**config.mk**
```make
export PLATFORM = sky130hd
export DESIGN_NAME = trapezoid_weight_map_core
export DESIGN_NICKNAME = d
export VERILOG_FILES = /design/src/sv/twm_pkg.sv /design/src/sv/trapezoid_weight_map_core.sv /design/src/sv/twm_cfg_regs.sv /design/src/sv/twm_front.sv /design/src/sv/twm_mul.sv /design/src/sv/twm_div.sv
export SDC_FILE = /design/constraint.sdc
export NUM_CORES = 2
export LEC_CHECK = 0
export BUFFER_PORTS_ARGS = -buffer_cell sky130_fd_sc_hd__buf_4
export CAP_MARGIN = 20
export CORE_ASPECT_RATIO = 0.9
export CORE_UTILIZATION = 58
export CTS_CLUSTER_DIAMETER = 120
export DETAILED_ROUTE_END_ITERATION = 6
export HOLD_SLACK_MARGIN = 0.1
export PLACE_DENSITY = 0.81
export SLEW_MARGIN = 30
export SYNTH_ARGS = -nofsm -noshare
export SYNTH_HDL_FRONTEND = slang
export SYNTH_SLANG_ARGS = --single-unit
```
**constraint.sdc**
```tcl
create_clock -name clk_i -period 42.4 [get_ports clk_i]
set_input_delay 2.12 -clock clk_i [delete_from_list [all_inputs] [get_ports clk_i]]
set_output_delay 2.12 -clock clk_i [all_outputs]
set_load 0.03 [all_outputs]
```
**src/sv/twm_pkg.sv**
```systemverilog
// Shared constants and control types for the trapezoid weight map.
package twm_pkg;

  localparam int NUM_REGS  = 8;
  localparam int CFG_IDX_W = 3;

  localparam logic [CFG_IDX_W-1:0] REG_DRIVER_LOW  = 3'd0;
  localparam logic [CFG_IDX_W-1:0] REG_DRIVER_HIGH = 3'd1;
  localparam logic [CFG_IDX_W-1:0] REG_RISE_START  = 3'd2;
  localparam logic [CFG_IDX_W-1:0] REG_RISE_END    = 3'd3;
  localparam logic [CFG_IDX_W-1:0] REG_FALL_START  = 3'd4;
  localparam logic [CFG_IDX_W-1:0] REG_FALL_END    = 3'd5;
  localparam logic [CFG_IDX_W-1:0] REG_TARGET_LOW  = 3'd6;
  localparam logic [CFG_IDX_W-1:0] REG_TARGET_HIGH = 3'd7;

  // Registers that reset to 1.0 rather than 0
  localparam logic [NUM_REGS-1:0] RESET_ONE_MASK = 8'b1011_1010;

  // Quotient bits resolved per divider stage
  localparam int DIV_STEPS = 2;

  typedef struct packed {
    logic valid;
    logic use_ramp;
    logic neg;
    logic ovf;
  } twm_ctl_t;

endpackage

```
**src/sv/trapezoid_weight_map_core.sv**
```systemverilog
// Top level of the trapezoid weight map: config, pipeline and output stage.
// Throughput: one weight per cycle unless the output stalls; the divider resolves two quotient bits per stage.
// A stalled output holds the whole pipeline; dropped transactions leave a bubble.
// Reset clears all valid bits and loads the register reset values (1.0 or 0).
module trapezoid_weight_map_core #(
  parameter int FRAC_BITS    = 12,
  parameter int WEIGHT_WIDTH = 16
) (
  input  logic                             clk_i,
  input  logic                             rst_ni,
  input  logic                             cfg_we_i,
  input  logic [twm_pkg::CFG_IDX_W-1:0]    cfg_idx_i,
  input  logic [WEIGHT_WIDTH-1:0]          cfg_data_i,
  input  logic                             in_valid_i,
  output logic                             in_stall_o,
  input  logic signed [WEIGHT_WIDTH-1:0]   weight_in_i,
  input  logic                             animating_i,
  input  logic                             target_animates_i,
  output logic                             out_valid_o,
  input  logic                             out_stall_i,
  output logic signed [WEIGHT_WIDTH-1:0]   driver_weight_o,
  output logic signed [WEIGHT_WIDTH-1:0]   mapped_weight_o
);

  localparam int W    = WEIGHT_WIDTH;
  localparam int SW   = 3 * W;
  localparam int QW   = W + 2;
  localparam int SUMW = W + 4;

  localparam logic signed [SUMW-1:0] SMAX = SUMW'((64'd1 << (W - 1)) - 64'd1);
  localparam logic signed [SUMW-1:0] SMIN = -SMAX - SUMW'(1);
  localparam logic signed [W-1:0]    WMAX = SMAX[W-1:0];

  logic [twm_pkg::NUM_REGS-1:0][W-1:0] cfg;
  logic en;
  logic out_valid_q;

  // advance everything unless the finished transaction is held
  assign en         = !(out_valid_q && out_stall_i);
  assign in_stall_o = out_valid_q && out_stall_i;

  twm_cfg_regs #(.W(W), .FRAC_BITS(FRAC_BITS)) u_cfg (
    .clk_i      (clk_i),
    .rst_ni     (rst_ni),
    .cfg_we_i   (cfg_we_i),
    .cfg_idx_i  (cfg_idx_i),
    .cfg_data_i (cfg_data_i),
    .cfg_o      (cfg)
  );

  logic signed [W:0] fr_a, fr_b, fr_d;
  twm_pkg::twm_ctl_t fr_ctl;
  logic [SW-1:0]     fr_side;

  twm_front #(.W(W)) u_front (
    .clk_i             (clk_i),
    .rst_ni            (rst_ni),
    .en_i              (en),
    .in_valid_i        (in_valid_i),
    .weight_i          (weight_in_i),
    .animating_i       (animating_i),
    .target_animates_i (target_animates_i),
    .cfg_i             (cfg),
    .a_o               (fr_a),
    .b_o               (fr_b),
    .d_o               (fr_d),
    .ctl_o             (fr_ctl),
    .side_o            (fr_side)
  );

  logic [2*W:0]      mu_num;
  logic [W:0]        mu_den;
  twm_pkg::twm_ctl_t mu_ctl;
  logic [SW-1:0]     mu_side;

  twm_mul #(.W(W), .SW(SW)) u_mul (
    .clk_i  (clk_i),
    .rst_ni (rst_ni),
    .en_i   (en),
    .a_i    (fr_a),
    .b_i    (fr_b),
    .d_i    (fr_d),
    .ctl_i  (fr_ctl),
    .side_i (fr_side),
    .num_o  (mu_num),
    .den_o  (mu_den),
    .ctl_o  (mu_ctl),
    .side_o (mu_side)
  );

  logic [QW-1:0]     dv_quo;
  twm_pkg::twm_ctl_t dv_ctl;
  logic [SW-1:0]     dv_side;

  twm_div #(.W(W), .SW(SW)) u_div (
    .clk_i  (clk_i),
    .rst_ni (rst_ni),
    .en_i   (en),
    .num_i  (mu_num),
    .den_i  (mu_den),
    .ctl_i  (mu_ctl),
    .side_i (mu_side),
    .quo_o  (dv_quo),
    .ctl_o  (dv_ctl),
    .side_o (dv_side)
  );

  // Signed quotient, pinned to full scale on overflow
  logic [QW-1:0]          qsat;
  logic signed [QW:0]     sq_d;
  twm_pkg::twm_ctl_t      f1_ctl_q;
  logic signed [QW:0]     f1_sq_q;
  logic [SW-1:0]          f1_side_q;

  assign qsat = dv_ctl.ovf ? '1 : dv_quo;
  assign sq_d = dv_ctl.neg ? -$signed({1'b0, qsat}) : $signed({1'b0, qsat});

  always_ff @(posedge clk_i or negedge rst_ni) begin
    if (!rst_ni) begin
      f1_ctl_q <= '0;
    end else if (en) begin
      f1_ctl_q <= dv_ctl;
    end
  end

  always_ff @(posedge clk_i) begin
    if (en) begin
      f1_sq_q   <= sq_d;
      f1_side_q <= dv_side;
    end
  end

  // Offset add and saturation on the ramp, direct value otherwise
  logic signed [W-1:0]    offset, direct;
  logic signed [SUMW-1:0] sum;
  logic signed [W-1:0]    driven_d;
  logic signed [W-1:0]    driver_q, driven_q;

  assign offset = f1_side_q[2*W-1:W];
  assign direct = f1_side_q[W-1:0];
  assign sum    = SUMW'(offset) + SUMW'(f1_sq_q);

  always_comb begin
    if (!f1_ctl_q.use_ramp) begin
      driven_d = direct;
    end else if (sum > SMAX) begin
      driven_d = SMAX[W-1:0];
    end else if (sum < SMIN) begin
      driven_d = SMIN[W-1:0];
    end else begin
      driven_d = sum[W-1:0];
    end
  end

  always_ff @(posedge clk_i or negedge rst_ni) begin
    if (!rst_ni) begin
      out_valid_q <= 1'b0;
    end else if (en) begin
      out_valid_q <= f1_ctl_q.valid;
    end
  end

  always_ff @(posedge clk_i) begin
    if (en) begin
      driver_q <= f1_side_q[3*W-1:2*W];
      driven_q <= driven_d;
    end
  end

  assign out_valid_o     = out_valid_q;
  assign driver_weight_o = driver_q;
  assign mapped_weight_o = driven_q;

`ifndef SYNTHESIS
  a_stall_needs_result: assert property (
    @(posedge clk_i) disable iff (!rst_ni) in_stall_o |-> out_valid_o
  ) else $error("input stalled with no result held");

  a_direct_passes: assert property (
    @(posedge clk_i) disable iff (!rst_ni)
    (en && f1_ctl_q.valid && !f1_ctl_q.use_ramp)
      |=> (mapped_weight_o == $past(f1_side_q[W-1:0]))
  ) else $error("plateau or outside value not passed through");

  a_overflow_saturates: assert property (
    @(posedge clk_i) disable iff (!rst_ni)
    (en && f1_ctl_q.valid && f1_ctl_q.use_ramp && f1_ctl_q.ovf && !f1_ctl_q.neg)
      |=> (mapped_weight_o == WMAX)
  ) else $error("positive quotient overflow did not saturate");
`endif

endmodule

```
**src/sv/twm_cfg_regs.sv**
```systemverilog
// Configuration register file for the trapezoid weight map.
module twm_cfg_regs #(
  parameter int W         = 16,
  parameter int FRAC_BITS = 12
) (
  input  logic                                  clk_i,
  input  logic                                  rst_ni,
  input  logic                                  cfg_we_i,
  input  logic [twm_pkg::CFG_IDX_W-1:0]         cfg_idx_i,
  input  logic [W-1:0]                          cfg_data_i,
  output logic [twm_pkg::NUM_REGS-1:0][W-1:0]   cfg_o
);

  localparam logic [W-1:0] ONE = W'(64'd1 << FRAC_BITS);

  logic [twm_pkg::NUM_REGS-1:0][W-1:0] regs_q;

  always_ff @(posedge clk_i or negedge rst_ni) begin
    if (!rst_ni) begin
      for (int i = 0; i < twm_pkg::NUM_REGS; i++) begin
        regs_q[i] <= twm_pkg::RESET_ONE_MASK[i] ? ONE : '0;
      end
    end else if (cfg_we_i) begin
      regs_q[cfg_idx_i] <= cfg_data_i;
    end
  end

  assign cfg_o = regs_q;

endmodule

```
**src/sv/twm_front.sv**
```systemverilog
// Clamp stage and trapezoid segment selection with ramp operand setup.
module twm_front #(
  parameter int W = 16
) (
  input  logic                                  clk_i,
  input  logic                                  rst_ni,
  input  logic                                  en_i,
  input  logic                                  in_valid_i,
  input  logic signed [W-1:0]                   weight_i,
  input  logic                                  animating_i,
  input  logic                                  target_animates_i,
  input  logic [twm_pkg::NUM_REGS-1:0][W-1:0]   cfg_i,
  output logic signed [W:0]                     a_o,
  output logic signed [W:0]                     b_o,
  output logic signed [W:0]                     d_o,
  output twm_pkg::twm_ctl_t                     ctl_o,
  output logic [3*W-1:0]                        side_o
);

  logic signed [W-1:0] dlo, dhi, r0, r1, f0, f1, lo, hi;

  assign dlo = cfg_i[twm_pkg::REG_DRIVER_LOW];
  assign dhi = cfg_i[twm_pkg::REG_DRIVER_HIGH];
  assign r0  = cfg_i[twm_pkg::REG_RISE_START];
  assign r1  = cfg_i[twm_pkg::REG_RISE_END];
  assign f0  = cfg_i[twm_pkg::REG_FALL_START];
  assign f1  = cfg_i[twm_pkg::REG_FALL_END];
  assign lo  = cfg_i[twm_pkg::REG_TARGET_LOW];
  assign hi  = cfg_i[twm_pkg::REG_TARGET_HIGH];

  // Stage 1: clamp
  logic                valid1_q;
  logic                anim1_q;
  logic signed [W-1:0] w1_q;
  logic signed [W-1:0] w1_d;

  always_comb begin
    w1_d = weight_i;
    if (!animating_i) begin
      if (weight_i < dlo) begin
        w1_d = dlo;
      end else if (weight_i > dhi) begin
        w1_d = dhi;
      end
    end
  end

  always_ff @(posedge clk_i or negedge rst_ni) begin
    if (!rst_ni) begin
      valid1_q <= 1'b0;
    end else if (en_i) begin
      // drop the transaction when an animating driver meets a fixed target
      valid1_q <= in_valid_i && !(animating_i && !target_animates_i);
    end
  end

  always_ff @(posedge clk_i) begin
    if (en_i) begin
      anim1_q <= animating_i;
      w1_q    <= w1_d;
    end
  end

  // Stage 2: segment select
  logic signed [W:0]   rise_a, rise_b, rise_d, fall_a, fall_b, fall_d;
  logic                use_ramp, use_rise;
  logic signed [W-1:0] direct;

  assign rise_a = $signed({w1_q[W-1], w1_q}) - $signed({r0[W-1], r0});
  assign rise_b = $signed({hi[W-1], hi}) - $signed({lo[W-1], lo});
  assign rise_d = $signed({r1[W-1], r1}) - $signed({r0[W-1], r0});
  assign fall_a = $signed({w1_q[W-1], w1_q}) - $signed({f0[W-1], f0});
  assign fall_b = $signed({lo[W-1], lo}) - $signed({hi[W-1], hi});
  assign fall_d = $signed({f1[W-1], f1}) - $signed({f0[W-1], f0});

  always_comb begin
    use_ramp = 1'b0;
    use_rise = 1'b1;
    direct   = lo;
    if (anim1_q && (w1_q < r0)) begin
      // extrapolate the rising ramp only when its foot sits on the driver bound
      if (r0 == dlo) begin
        if (r0 == r1) begin
          direct = hi;
        end else begin
          use_ramp = 1'b1;
        end
      end
    end else if (anim1_q && (w1_q > f1)) begin
      if (f1 == dhi) begin
        if (f1 == f0) begin
          direct = hi;
        end else begin
          use_ramp = 1'b1;
          use_rise = 1'b0;
        end
      end
    end else if (w1_q <= r0) begin
      direct = ((r0 == r1) && (r0 <= dlo)) ? hi : lo;
    end else if (w1_q <= r1) begin
      use_ramp = 1'b1;
    end else if (w1_q <= f0) begin
      direct = hi;
    end else if (w1_q <= f1) begin
      use_ramp = 1'b1;
      use_rise = 1'b0;
    end else begin
      direct = (f0 >= dhi) ? hi : lo;
    end
  end

  twm_pkg::twm_ctl_t ctl2_q;
  logic signed [W:0] a2_q, b2_q, d2_q;
  logic [3*W-1:0]    side2_q;

  always_ff @(posedge clk_i or negedge rst_ni) begin
    if (!rst_ni) begin
      ctl2_q <= '0;
    end else if (en_i) begin
      // valid, use_ramp, neg, ovf
      ctl2_q <= {valid1_q, use_ramp, 1'b0, 1'b0};
    end
  end

  always_ff @(posedge clk_i) begin
    if (en_i) begin
      a2_q    <= use_rise ? rise_a : fall_a;
      b2_q    <= use_rise ? rise_b : fall_b;
      d2_q    <= use_rise ? rise_d : fall_d;
      side2_q <= {w1_q, (use_rise ? lo : hi), direct};
    end
  end

  assign a_o    = a2_q;
  assign b_o    = b2_q;
  assign d_o    = d2_q;
  assign ctl_o  = ctl2_q;
  assign side_o = side2_q;

endmodule

```
**src/sv/twm_mul.sv**
```systemverilog
// Ramp product and sign-magnitude split for the divider.
module twm_mul #(
  parameter int W  = 16,
  parameter int SW = 48
) (
  input  logic               clk_i,
  input  logic               rst_ni,
  input  logic               en_i,
  input  logic signed [W:0]  a_i,
  input  logic signed [W:0]  b_i,
  input  logic signed [W:0]  d_i,
  input  twm_pkg::twm_ctl_t  ctl_i,
  input  logic [SW-1:0]      side_i,
  output logic [2*W:0]       num_o,
  output logic [W:0]         den_o,
  output twm_pkg::twm_ctl_t  ctl_o,
  output logic [SW-1:0]      side_o
);

  localparam int PW = 2 * W + 2;
  localparam int NW = 2 * W + 1;

  // Stage 3: multiply
  twm_pkg::twm_ctl_t  ctl3_q;
  logic signed [PW-1:0] p3_q;
  logic signed [W:0]  d3_q;
  logic [SW-1:0]      side3_q;

  always_ff @(posedge clk_i or negedge rst_ni) begin
    if (!rst_ni) begin
      ctl3_q <= '0;
    end else if (en_i) begin
      ctl3_q <= ctl_i;
    end
  end

  always_ff @(posedge clk_i) begin
    if (en_i) begin
      p3_q    <= PW'(a_i) * PW'(b_i);
      d3_q    <= d_i;
      side3_q <= side_i;
    end
  end

  // Stage 4: magnitudes
  logic [PW-1:0] pmag;
  logic [W:0]    dmag;

  assign pmag = p3_q[PW-1] ? PW'(-p3_q) : PW'(p3_q);
  assign dmag = d3_q[W] ? (W+1)'(-d3_q) : (W+1)'(d3_q);

  twm_pkg::twm_ctl_t ctl4_d;
  twm_pkg::twm_ctl_t ctl4_q;
  logic [NW-1:0]     n4_q;
  logic [W:0]        d4_q;
  logic [SW-1:0]     side4_q;

  always_comb begin
    ctl4_d     = ctl3_q;
    ctl4_d.neg = p3_q[PW-1] ^ d3_q[W];
  end

  always_ff @(posedge clk_i or negedge rst_ni) begin
    if (!rst_ni) begin
      ctl4_q <= '0;
    end else if (en_i) begin
      ctl4_q <= ctl4_d;
    end
  end

  always_ff @(posedge clk_i) begin
    if (en_i) begin
      n4_q    <= pmag[NW-1:0];
      d4_q    <= dmag;
      side4_q <= side3_q;
    end
  end

  assign num_o  = n4_q;
  assign den_o  = d4_q;
  assign ctl_o  = ctl4_q;
  assign side_o = side4_q;

endmodule

```
**src/sv/twm_div.sv**
```systemverilog
// Pipelined restoring divider with quotient overflow detect.
module twm_div #(
  parameter int W  = 16,
  parameter int SW = 48
) (
  input  logic               clk_i,
  input  logic               rst_ni,
  input  logic               en_i,
  input  logic [2*W:0]       num_i,
  input  logic [W:0]         den_i,
  input  twm_pkg::twm_ctl_t  ctl_i,
  input  logic [SW-1:0]      side_i,
  output logic [W+1:0]       quo_o,
  output twm_pkg::twm_ctl_t  ctl_o,
  output logic [SW-1:0]      side_o
);

  localparam int NW   = 2 * W + 1;
  localparam int DW   = W + 1;
  localparam int QW   = W + 2;
  localparam int K    = twm_pkg::DIV_STEPS;
  localparam int NSTG = (QW + K - 1) / K;

  logic [DW-1:0]     rem_q  [NSTG+1];
  logic [QW-1:0]     quo_q  [NSTG+1];
  logic [QW-1:0]     num_q  [NSTG+1];
  logic [DW-1:0]     den_q  [NSTG+1];
  twm_pkg::twm_ctl_t ctl_q  [NSTG+1];
  logic [SW-1:0]     side_q [NSTG+1];

  logic [DW-1:0]     top_bits;
  twm_pkg::twm_ctl_t ctl0_d;

  // dividend bits above the quotient range seed the remainder
  assign top_bits = DW'(num_i[NW-1:QW]);

  always_comb begin
    ctl0_d     = ctl_i;
    ctl0_d.ovf = (top_bits >= den_i);
  end

  always_ff @(posedge clk_i or negedge rst_ni) begin
    if (!rst_ni) begin
      ctl_q[0] <= '0;
    end else if (en_i) begin
      ctl_q[0] <= ctl0_d;
    end
  end

  always_ff @(posedge clk_i) begin
    if (en_i) begin
      rem_q[0]  <= top_bits;
      quo_q[0]  <= '0;
      num_q[0]  <= num_i[QW-1:0];
      den_q[0]  <= den_i;
      side_q[0] <= side_i;
    end
  end

  for (genvar s = 0; s < NSTG; s++) begin : g_stage
    logic [DW-1:0] rem_d;
    logic [QW-1:0] quo_d;
    logic [QW-1:0] num_d;

    always_comb begin
      logic [DW:0] t;
      rem_d = rem_q[s];
      quo_d = quo_q[s];
      num_d = num_q[s];
      t     = '0;
      for (int k = 0; k < K; k++) begin
        if (s * K + k < QW) begin
          t     = {rem_d, num_d[QW-1]};
          num_d = {num_d[QW-2:0], 1'b0};
          if (t >= {1'b0, den_q[s]}) begin
            t     = t - {1'b0, den_q[s]};
            quo_d = {quo_d[QW-2:0], 1'b1};
          end else begin
            quo_d = {quo_d[QW-2:0], 1'b0};
          end
          rem_d = t[DW-1:0];
        end
      end
    end

    always_ff @(posedge clk_i or negedge rst_ni) begin
      if (!rst_ni) begin
        ctl_q[s+1] <= '0;
      end else if (en_i) begin
        ctl_q[s+1] <= ctl_q[s];
      end
    end

    always_ff @(posedge clk_i) begin
      if (en_i) begin
        rem_q[s+1]  <= rem_d;
        quo_q[s+1]  <= quo_d;
        num_q[s+1]  <= num_d;
        den_q[s+1]  <= den_q[s];
        side_q[s+1] <= side_q[s];
      end
    end
  end

  assign quo_o  = quo_q[NSTG];
  assign ctl_o  = ctl_q[NSTG];
  assign side_o = side_q[NSTG];

endmodule
```
## After elaboration in Yosys (flattened, before gate mapping)

Memory sizes are Yosys's and may differ from the RTL's. A register that Yosys moved wholly into a read port is not among the register bits.
Cells that the tools add are included.

- Flip-flop bits (word level): 543
- Logic and storage cells: 242
- Bits in read-only memories: 0
- Output and inout bits: 34
- RAM bits: 1,180
- Memories kept: 5
- Input port bits: 42
- Bits in latches: 0

- Bitwise gates (word level): 1
- Muxes and demuxes: 84
- Order comparisons: 33
- $mul: 1
- Equality and inequality tests: 4
- Shift operators: 0
- Div/mod/pow operators: 0
- $add $sub $neg: 28
- Reductions and logical operators: 10

Memory list:

| name | words | width | read ports | clocked after memory_dff | wr ports | RTL line | source |
|---|---|---|---|---|---|---|---|
| u_div.side_q | 10 | 48 | 10 | 1 | 10 | twm_div.sv:29 | `logic [SW-1:0] side_q [NSTG+1];` |
| u_div.num_q | 10 | 18 | 9 | 0 | 10 | twm_div.sv:26 | `logic [QW-1:0] num_q [NSTG+1];` |
| u_div.quo_q | 10 | 18 | 10 | 0 | 10 | twm_div.sv:25 | `logic [QW-1:0] quo_q [NSTG+1];` |
| u_div.den_q | 10 | 17 | 9 | 0 | 10 | twm_div.sv:27 | `logic [DW-1:0] den_q [NSTG+1];` |
| u_div.rem_q | 10 | 17 | 9 | 0 | 10 | twm_div.sv:24 | `logic [DW-1:0] rem_q [NSTG+1];` |

Operators with widths:

| cell | count |
|---|---|
| $mux W17 | 21 |
| $mux W16 | 21 |
| $ge A18 B17 Y1 | 18 |
| $sub A17 B17 Y17 | 18 |
| $bwmux W128 | 1 |
| $sub A16 B16 Y17 | 6 |
| $le A16 B16 Y1 | 5 |
| $eq A16 B16 Y1 | 4 |
| $demux W16 S3 | 1 |
| $mux W1 | 37 |
| $mux W18 | 2 |
| $mul A17 B17 Y34 | 1 |
| $mux W33 | 1 |
| $neg A33 Y33 | 1 |
| $gt A16 B16 Y1 | 2 |
| $lt A16 B16 Y1 | 2 |
| $add A16 B19 Y20 | 1 |
| $gt A20 B16 Y1 const B | 1 |
| $lt A20 B16 Y1 const B | 1 |
| $neg A18 Y19 | 1 |
| $ge A15 B17 Y1 | 1 |
| $neg A17 Y17 | 1 |
| $ge A16 B16 Y1 | 1 |
| $logic_and A1 B1 Y1 | 7 |
| other kinds (4) | 6 |

## Logic depth before layout (Yosys ltp)

- Depth in word-level cells: 8
- Gate-level depth with buffers: 26
- Mapped depth without buffers: 24

## Hierarchy

Synthesis repeated with hierarchy kept, for this count alone.

- Cells, all modules: 7,010
- Area, all modules: 87,747.9 um2

By module, submodules not included:

| module | cells each | area an instance (um2) | times used |
|---|---|---|---|
| twm_div | 3,484 | 47,941.0 | 1 |
| twm_mul | 1,549 | 18,083.6 | 1 |
| twm_front | 1,267 | 11,666.2 | 1 |
| trapezoid_weight_map_core | 431 | 5,136.2 | 1 |
| twm_cfg_regs | 279 | 4,921.0 | 1 |

## Worst setup path before layout

No wires, ideal clock.

- Kind: input -> register
- From: input port out_stall_i
- To: register driver_q[0] (netlist: driver_weight_o[0]), enable pin
- Data required time: 40,126 ps
- Cell stages on the path: 2
- Setup slack: 773 ps
- Arrival: 39,353 ps
- Buffers on the path: 1
- Library setup time: 2,274 ps
- Path through: nand2_1 -> clkbuf_1

- Longest elaborated chain between the ends: 1

RTL lines:

| item | RTL line | source |
|---|---|---|
| start, declared | trapezoid_weight_map_core.sv:20 | `input logic out_stall_i,` |
| $logic_and A1 B1 Y1 | trapezoid_weight_map_core.sv:39 | `assign en = !(out_valid_q && out_stall_i);` |
| end signal, assigned | trapezoid_weight_map_core.sv:165 | `driver_q <= f1_side_q[3*W-1:2*W];` |
| end, declared | trapezoid_weight_map_core.sv:137 | `logic signed [W-1:0] driver_q, driven_q;` |

Every way passes these cells.
A chain may end at the register's enable or synchronous reset.

## Final worst setup path

- From: register u_front.b2_q[7] (netlist: u_front.b_o[7])
- To: register u_mul.p3_q[33], data pin

- Longest elaborated chain between the ends: 1

RTL lines:

| item | RTL line | source |
|---|---|---|
| start, declared | twm_front.sv:113 | `logic signed [W:0] a2_q, b2_q, d2_q;` |
| start signal, assigned | twm_front.sv:128 | `b2_q <= use_rise ? rise_b : fall_b;` |
| $mul A17 B17 Y34 | twm_mul.sv:39 | `p3_q <= PW'(a_i) * PW'(b_i);` |
| end signal, assigned | twm_mul.sv:39 |  |
| end, declared | twm_mul.sv:25 | `logic signed [PW-1:0] p3_q;` |

Every way passes these cells.

==> reports/qor.txt <==
run status -> finished with violations
violated checks -> design-rule violations
TritonCTS clock tree -> done
CP max stage delay -> 0.77 ns
DR DRC count -> 2
Hold Crit Class -> flop to flop
clock buffer depth -> 3
Rows -> 134
f_max -> 133 MHz
WL per Instance -> 21.6 µm
initial cell density of the core -> 58.6%
CP cell instances -> and2_1 -> fa_1 -> inv_1 -> fa_1 -> fa_1 -> fa_1 -> inv_1 -> fa_1 -> inv_1 -> fa_1 -> inv_1 -> ha_1 -> a21o_1 -> a21o_1 -> a21o_1 -> a22o_1 -> a41oi_1 -> o311ai_1 -> a311oi_1 -> nor2_1 -> or3_1
Tcrit/Tclk final -> 17.7%
FF-to-FF Start -> u_front.b_o[7]$_DFFE_PN_
most numerous cell in the Yosys netlist -> edfxtp_1
TritonCTS Sinks -> 1555
final setup margin -> 34.89 ns
Mapped Area -> 87200 µm²
crit path buf inv count -> 4
Tmin final -> 7.51 ns
Primary FF master, synth -> edfxtp_1
Seq/Total Area, Yosys -> 52.5%
FFs w/ async S/R, synth -> 11.5%
largest area contributor in the netlist -> edfxtp_1
Root Buffer -> clkbuf_16
Die ar. -> 152000 µm²
antenna cells -> 0
final hold vios -> 0
Place WS -> 34.98 ns
Critical Path RT -> 42.94 ns
final setup fails -> 0
Synth area leaders -> edfxtp_1, ha_1, fa_1
share of the synthesized area in the top cell type -> 47.4%
Crit path arrival time -> 8.05 ns
number of distinct library cells after synthesis -> 101
die width -> 411 µm
hold path start -> u_div.side_q[9][1]$_DFFE_PN_
pin count of the biggest net entering global routing -> 166
Via density -> 5.93
post-synthesis net count -> 8169
grt ovf -> 0
critical path type -> flop to flop
Crit. Startpoint -> u_front.b_o[7]$_DFFE_PN_
# IOs -> 76
first-pass GRT wire length -> 314 mm
total vias in the final route -> 55800
CTS resizes -> 0
maxcap violations -> 0
TritonCTS buffer count -> 151
EDFF count, synth -> 1376
Nets -> 8297
crit end category -> flop
layout cell share with drive strength beyond 1 -> 9.22%
fillcell total -> 10800
critical path's top delay family -> adder cells
Worst setup SP type -> flop
Final ANT Viol Nets -> 0
GRT Util Overall -> 26.7%
fin. max-slew vios -> 0
Syn Area/Cell -> 12.1 µm²
RSZ-0062 raised after global routing -> no
count of input and output buffers -> 75
DR iter-0 viols -> 4919
CTS clk-pin slew, worst paths -> 0.07 ns
Layout area overhead -> 9.17%
initial antenna violation count -> 3
most used cell, CP -> fa_1
post-synthesis cell count -> 7188
placeable core region -> 149000 µm²
H-tree levels -> 4
Max FO, Critical Path -> 17
Hold Slack -> 0.403 ns
Yosys warnings -> 0
Setup Buffers After CTS -> 0
Layout Skew -> 0.0330 ns
floorplan die height -> 370 µm
relative slew slack -> 25.0%
setup TNS after final layout -> 0 ns
vias in the first global route -> 55700
Slew @ Worst Pin -> 1.11 ns
drt total wl -> 203 mm
DP HPWL -> 147 mm
Hold Buf Count CTS -> 0
CP max stage cell -> a311oi_1
Worst-Skew Late Latency -> 0.80 ns
Synth Register Bits -> 1555
DRT Pass-1 Iters -> 7
GP Congestion -> 0.982
Post-synth top cells -> edfxtp_1, inv_1, nand2_1
[per-layer routing]
layer | wire length (µm) | part of all wire [%] | GRT usage, % | vias to the layer above
li1 | - | - | - | 25900
met5 | 14 | 0.0069 | 0 | -
met4 | 9710 | 4.8 | 12.3 | 2
met2 | 101000 | 50 | 45.9 | 2070
met1 | 81200 | 40 | 33.8 | 27300
met3 | 11600 | 5.7 | 3.22 | 476
[metrics by stage]
step	util, %	cells	cell area, µm²
after floorplan	-	7188	87200
after global placement	60.5	9132	90000
after detailed placement	60.6	9133	90100
after CTS	64.0	9409	95200
after global routing	64.0	9411	95200
final	64.0	9411	95200
[layout make-up]
cell class                      instances  area (µm²)  share of cell area [%]
Sequential cell                      1555       45800                    48.1
Multi-Input combinational cell       4650       37700                    39.6
Clock buffer                          181        3990                    4.19
Inverter                              831        3120                    3.28
Tap cell                             1972        2470                    2.59
Clock inverter                         95        1110                    1.17
Timing Repair Buffer                  127        1020                    1.07
[registers in the layout, indices dropped and copies added, names as in the netlist, 19 cells and up]
| signal | cells |
|---|---|
| u_div.den_q | 153 |
| f1_sq_q | 19 |
| u_mul.side_o | 48 |
| f1_side_q | 48 |
| u_cfg.cfg_o | 128 |
| u_div.quo_q | 90 |
| u_div.num_q | 90 |
| u_mul.num_o | 33 |
| u_div.side_q | 480 |
| u_front.side_o | 48 |
| u_div.rem_q | 151 |
| u_mul.side3_q | 48 |
| u_div.ctl_q | 36 |
| u_mul.p3_q | 34 |
[logic make-up (layout without fill, tap and decap cells)]
family,count (synthesis),in the layout,synth area share [%]
xor gates and xnor gates,390,390,3.92
DFF,1555,1555,52.5
adders and majority gates,939,939,16.2
buffers and inverters,983,1234,4.34
and+or+nand+nor,1711,1711,9.43
AOI/OAI and AO/OA,1309,1309,9.71
muxes,301,301,3.87
[cell usage in the layout (no fill, tap or decap), types with 109 or more instances in the layout]
cell type / instances
and2_1: 153
a21o_1: 156
o21ai_0: 361
fa_1: 319
a21oi_1: 321
mux2_2: 227
inv_1: 826
edfxtp_1: 1376
buf_4: 118
clkbuf_16: 153
nand2_1: 645
xnor2_1: 270
ha_1: 619
nor3_1: 109
xor2_1: 120
dfrtp_1: 173
nor2_1: 299
[worst paths after layout]
| check | end | slack (ns) | depth (start not counted) |
|---|---|---|---|
| worst min-delay path | f1_side_q[1]$_DFFE_PN_ | 0.40 | 0 |
| worst max-delay path | u_mul.p3_q[33]$_DFFE_PN_ | 34.89 | 21 |
| worst min register to register | f1_side_q[1]$_DFFE_PN_ | 0.40 | 0 |
| min in group asynchronous | u_cfg.cfg_o[26]$_DFFE_PN0P_ | 1.38 | 1 |
| worst max register to register | u_mul.p3_q[33]$_DFFE_PN_ | 34.89 | 21 |
| max in group asynchronous | u_div.ctl_o[1]$_DFFE_PN0N_ | 39.62 | 2 |
[worst reg2reg max path: stages, from the launching register on]
cell and delay, ns:
edfxtp_1 0.64, and2_1 0.30, fa_1 0.53, inv_1 0.05, fa_1 0.56, fa_1 0.43
fa_1 0.49, inv_1 0.06, fa_1 0.53, inv_1 0.06, fa_1 0.55, inv_1 0.05
ha_1 0.35, a21o_1 0.18, a21o_1 0.17, a21o_1 0.18, a22o_1 0.24, a41oi_1 0.37
o311ai_1 0.27, a311oi_1 0.77, nor2_1 0.10, or3_1 0.39
Power is not shown: default switching activity piles up to over one toggle a cycle in this logic, so the estimate is an artifact.
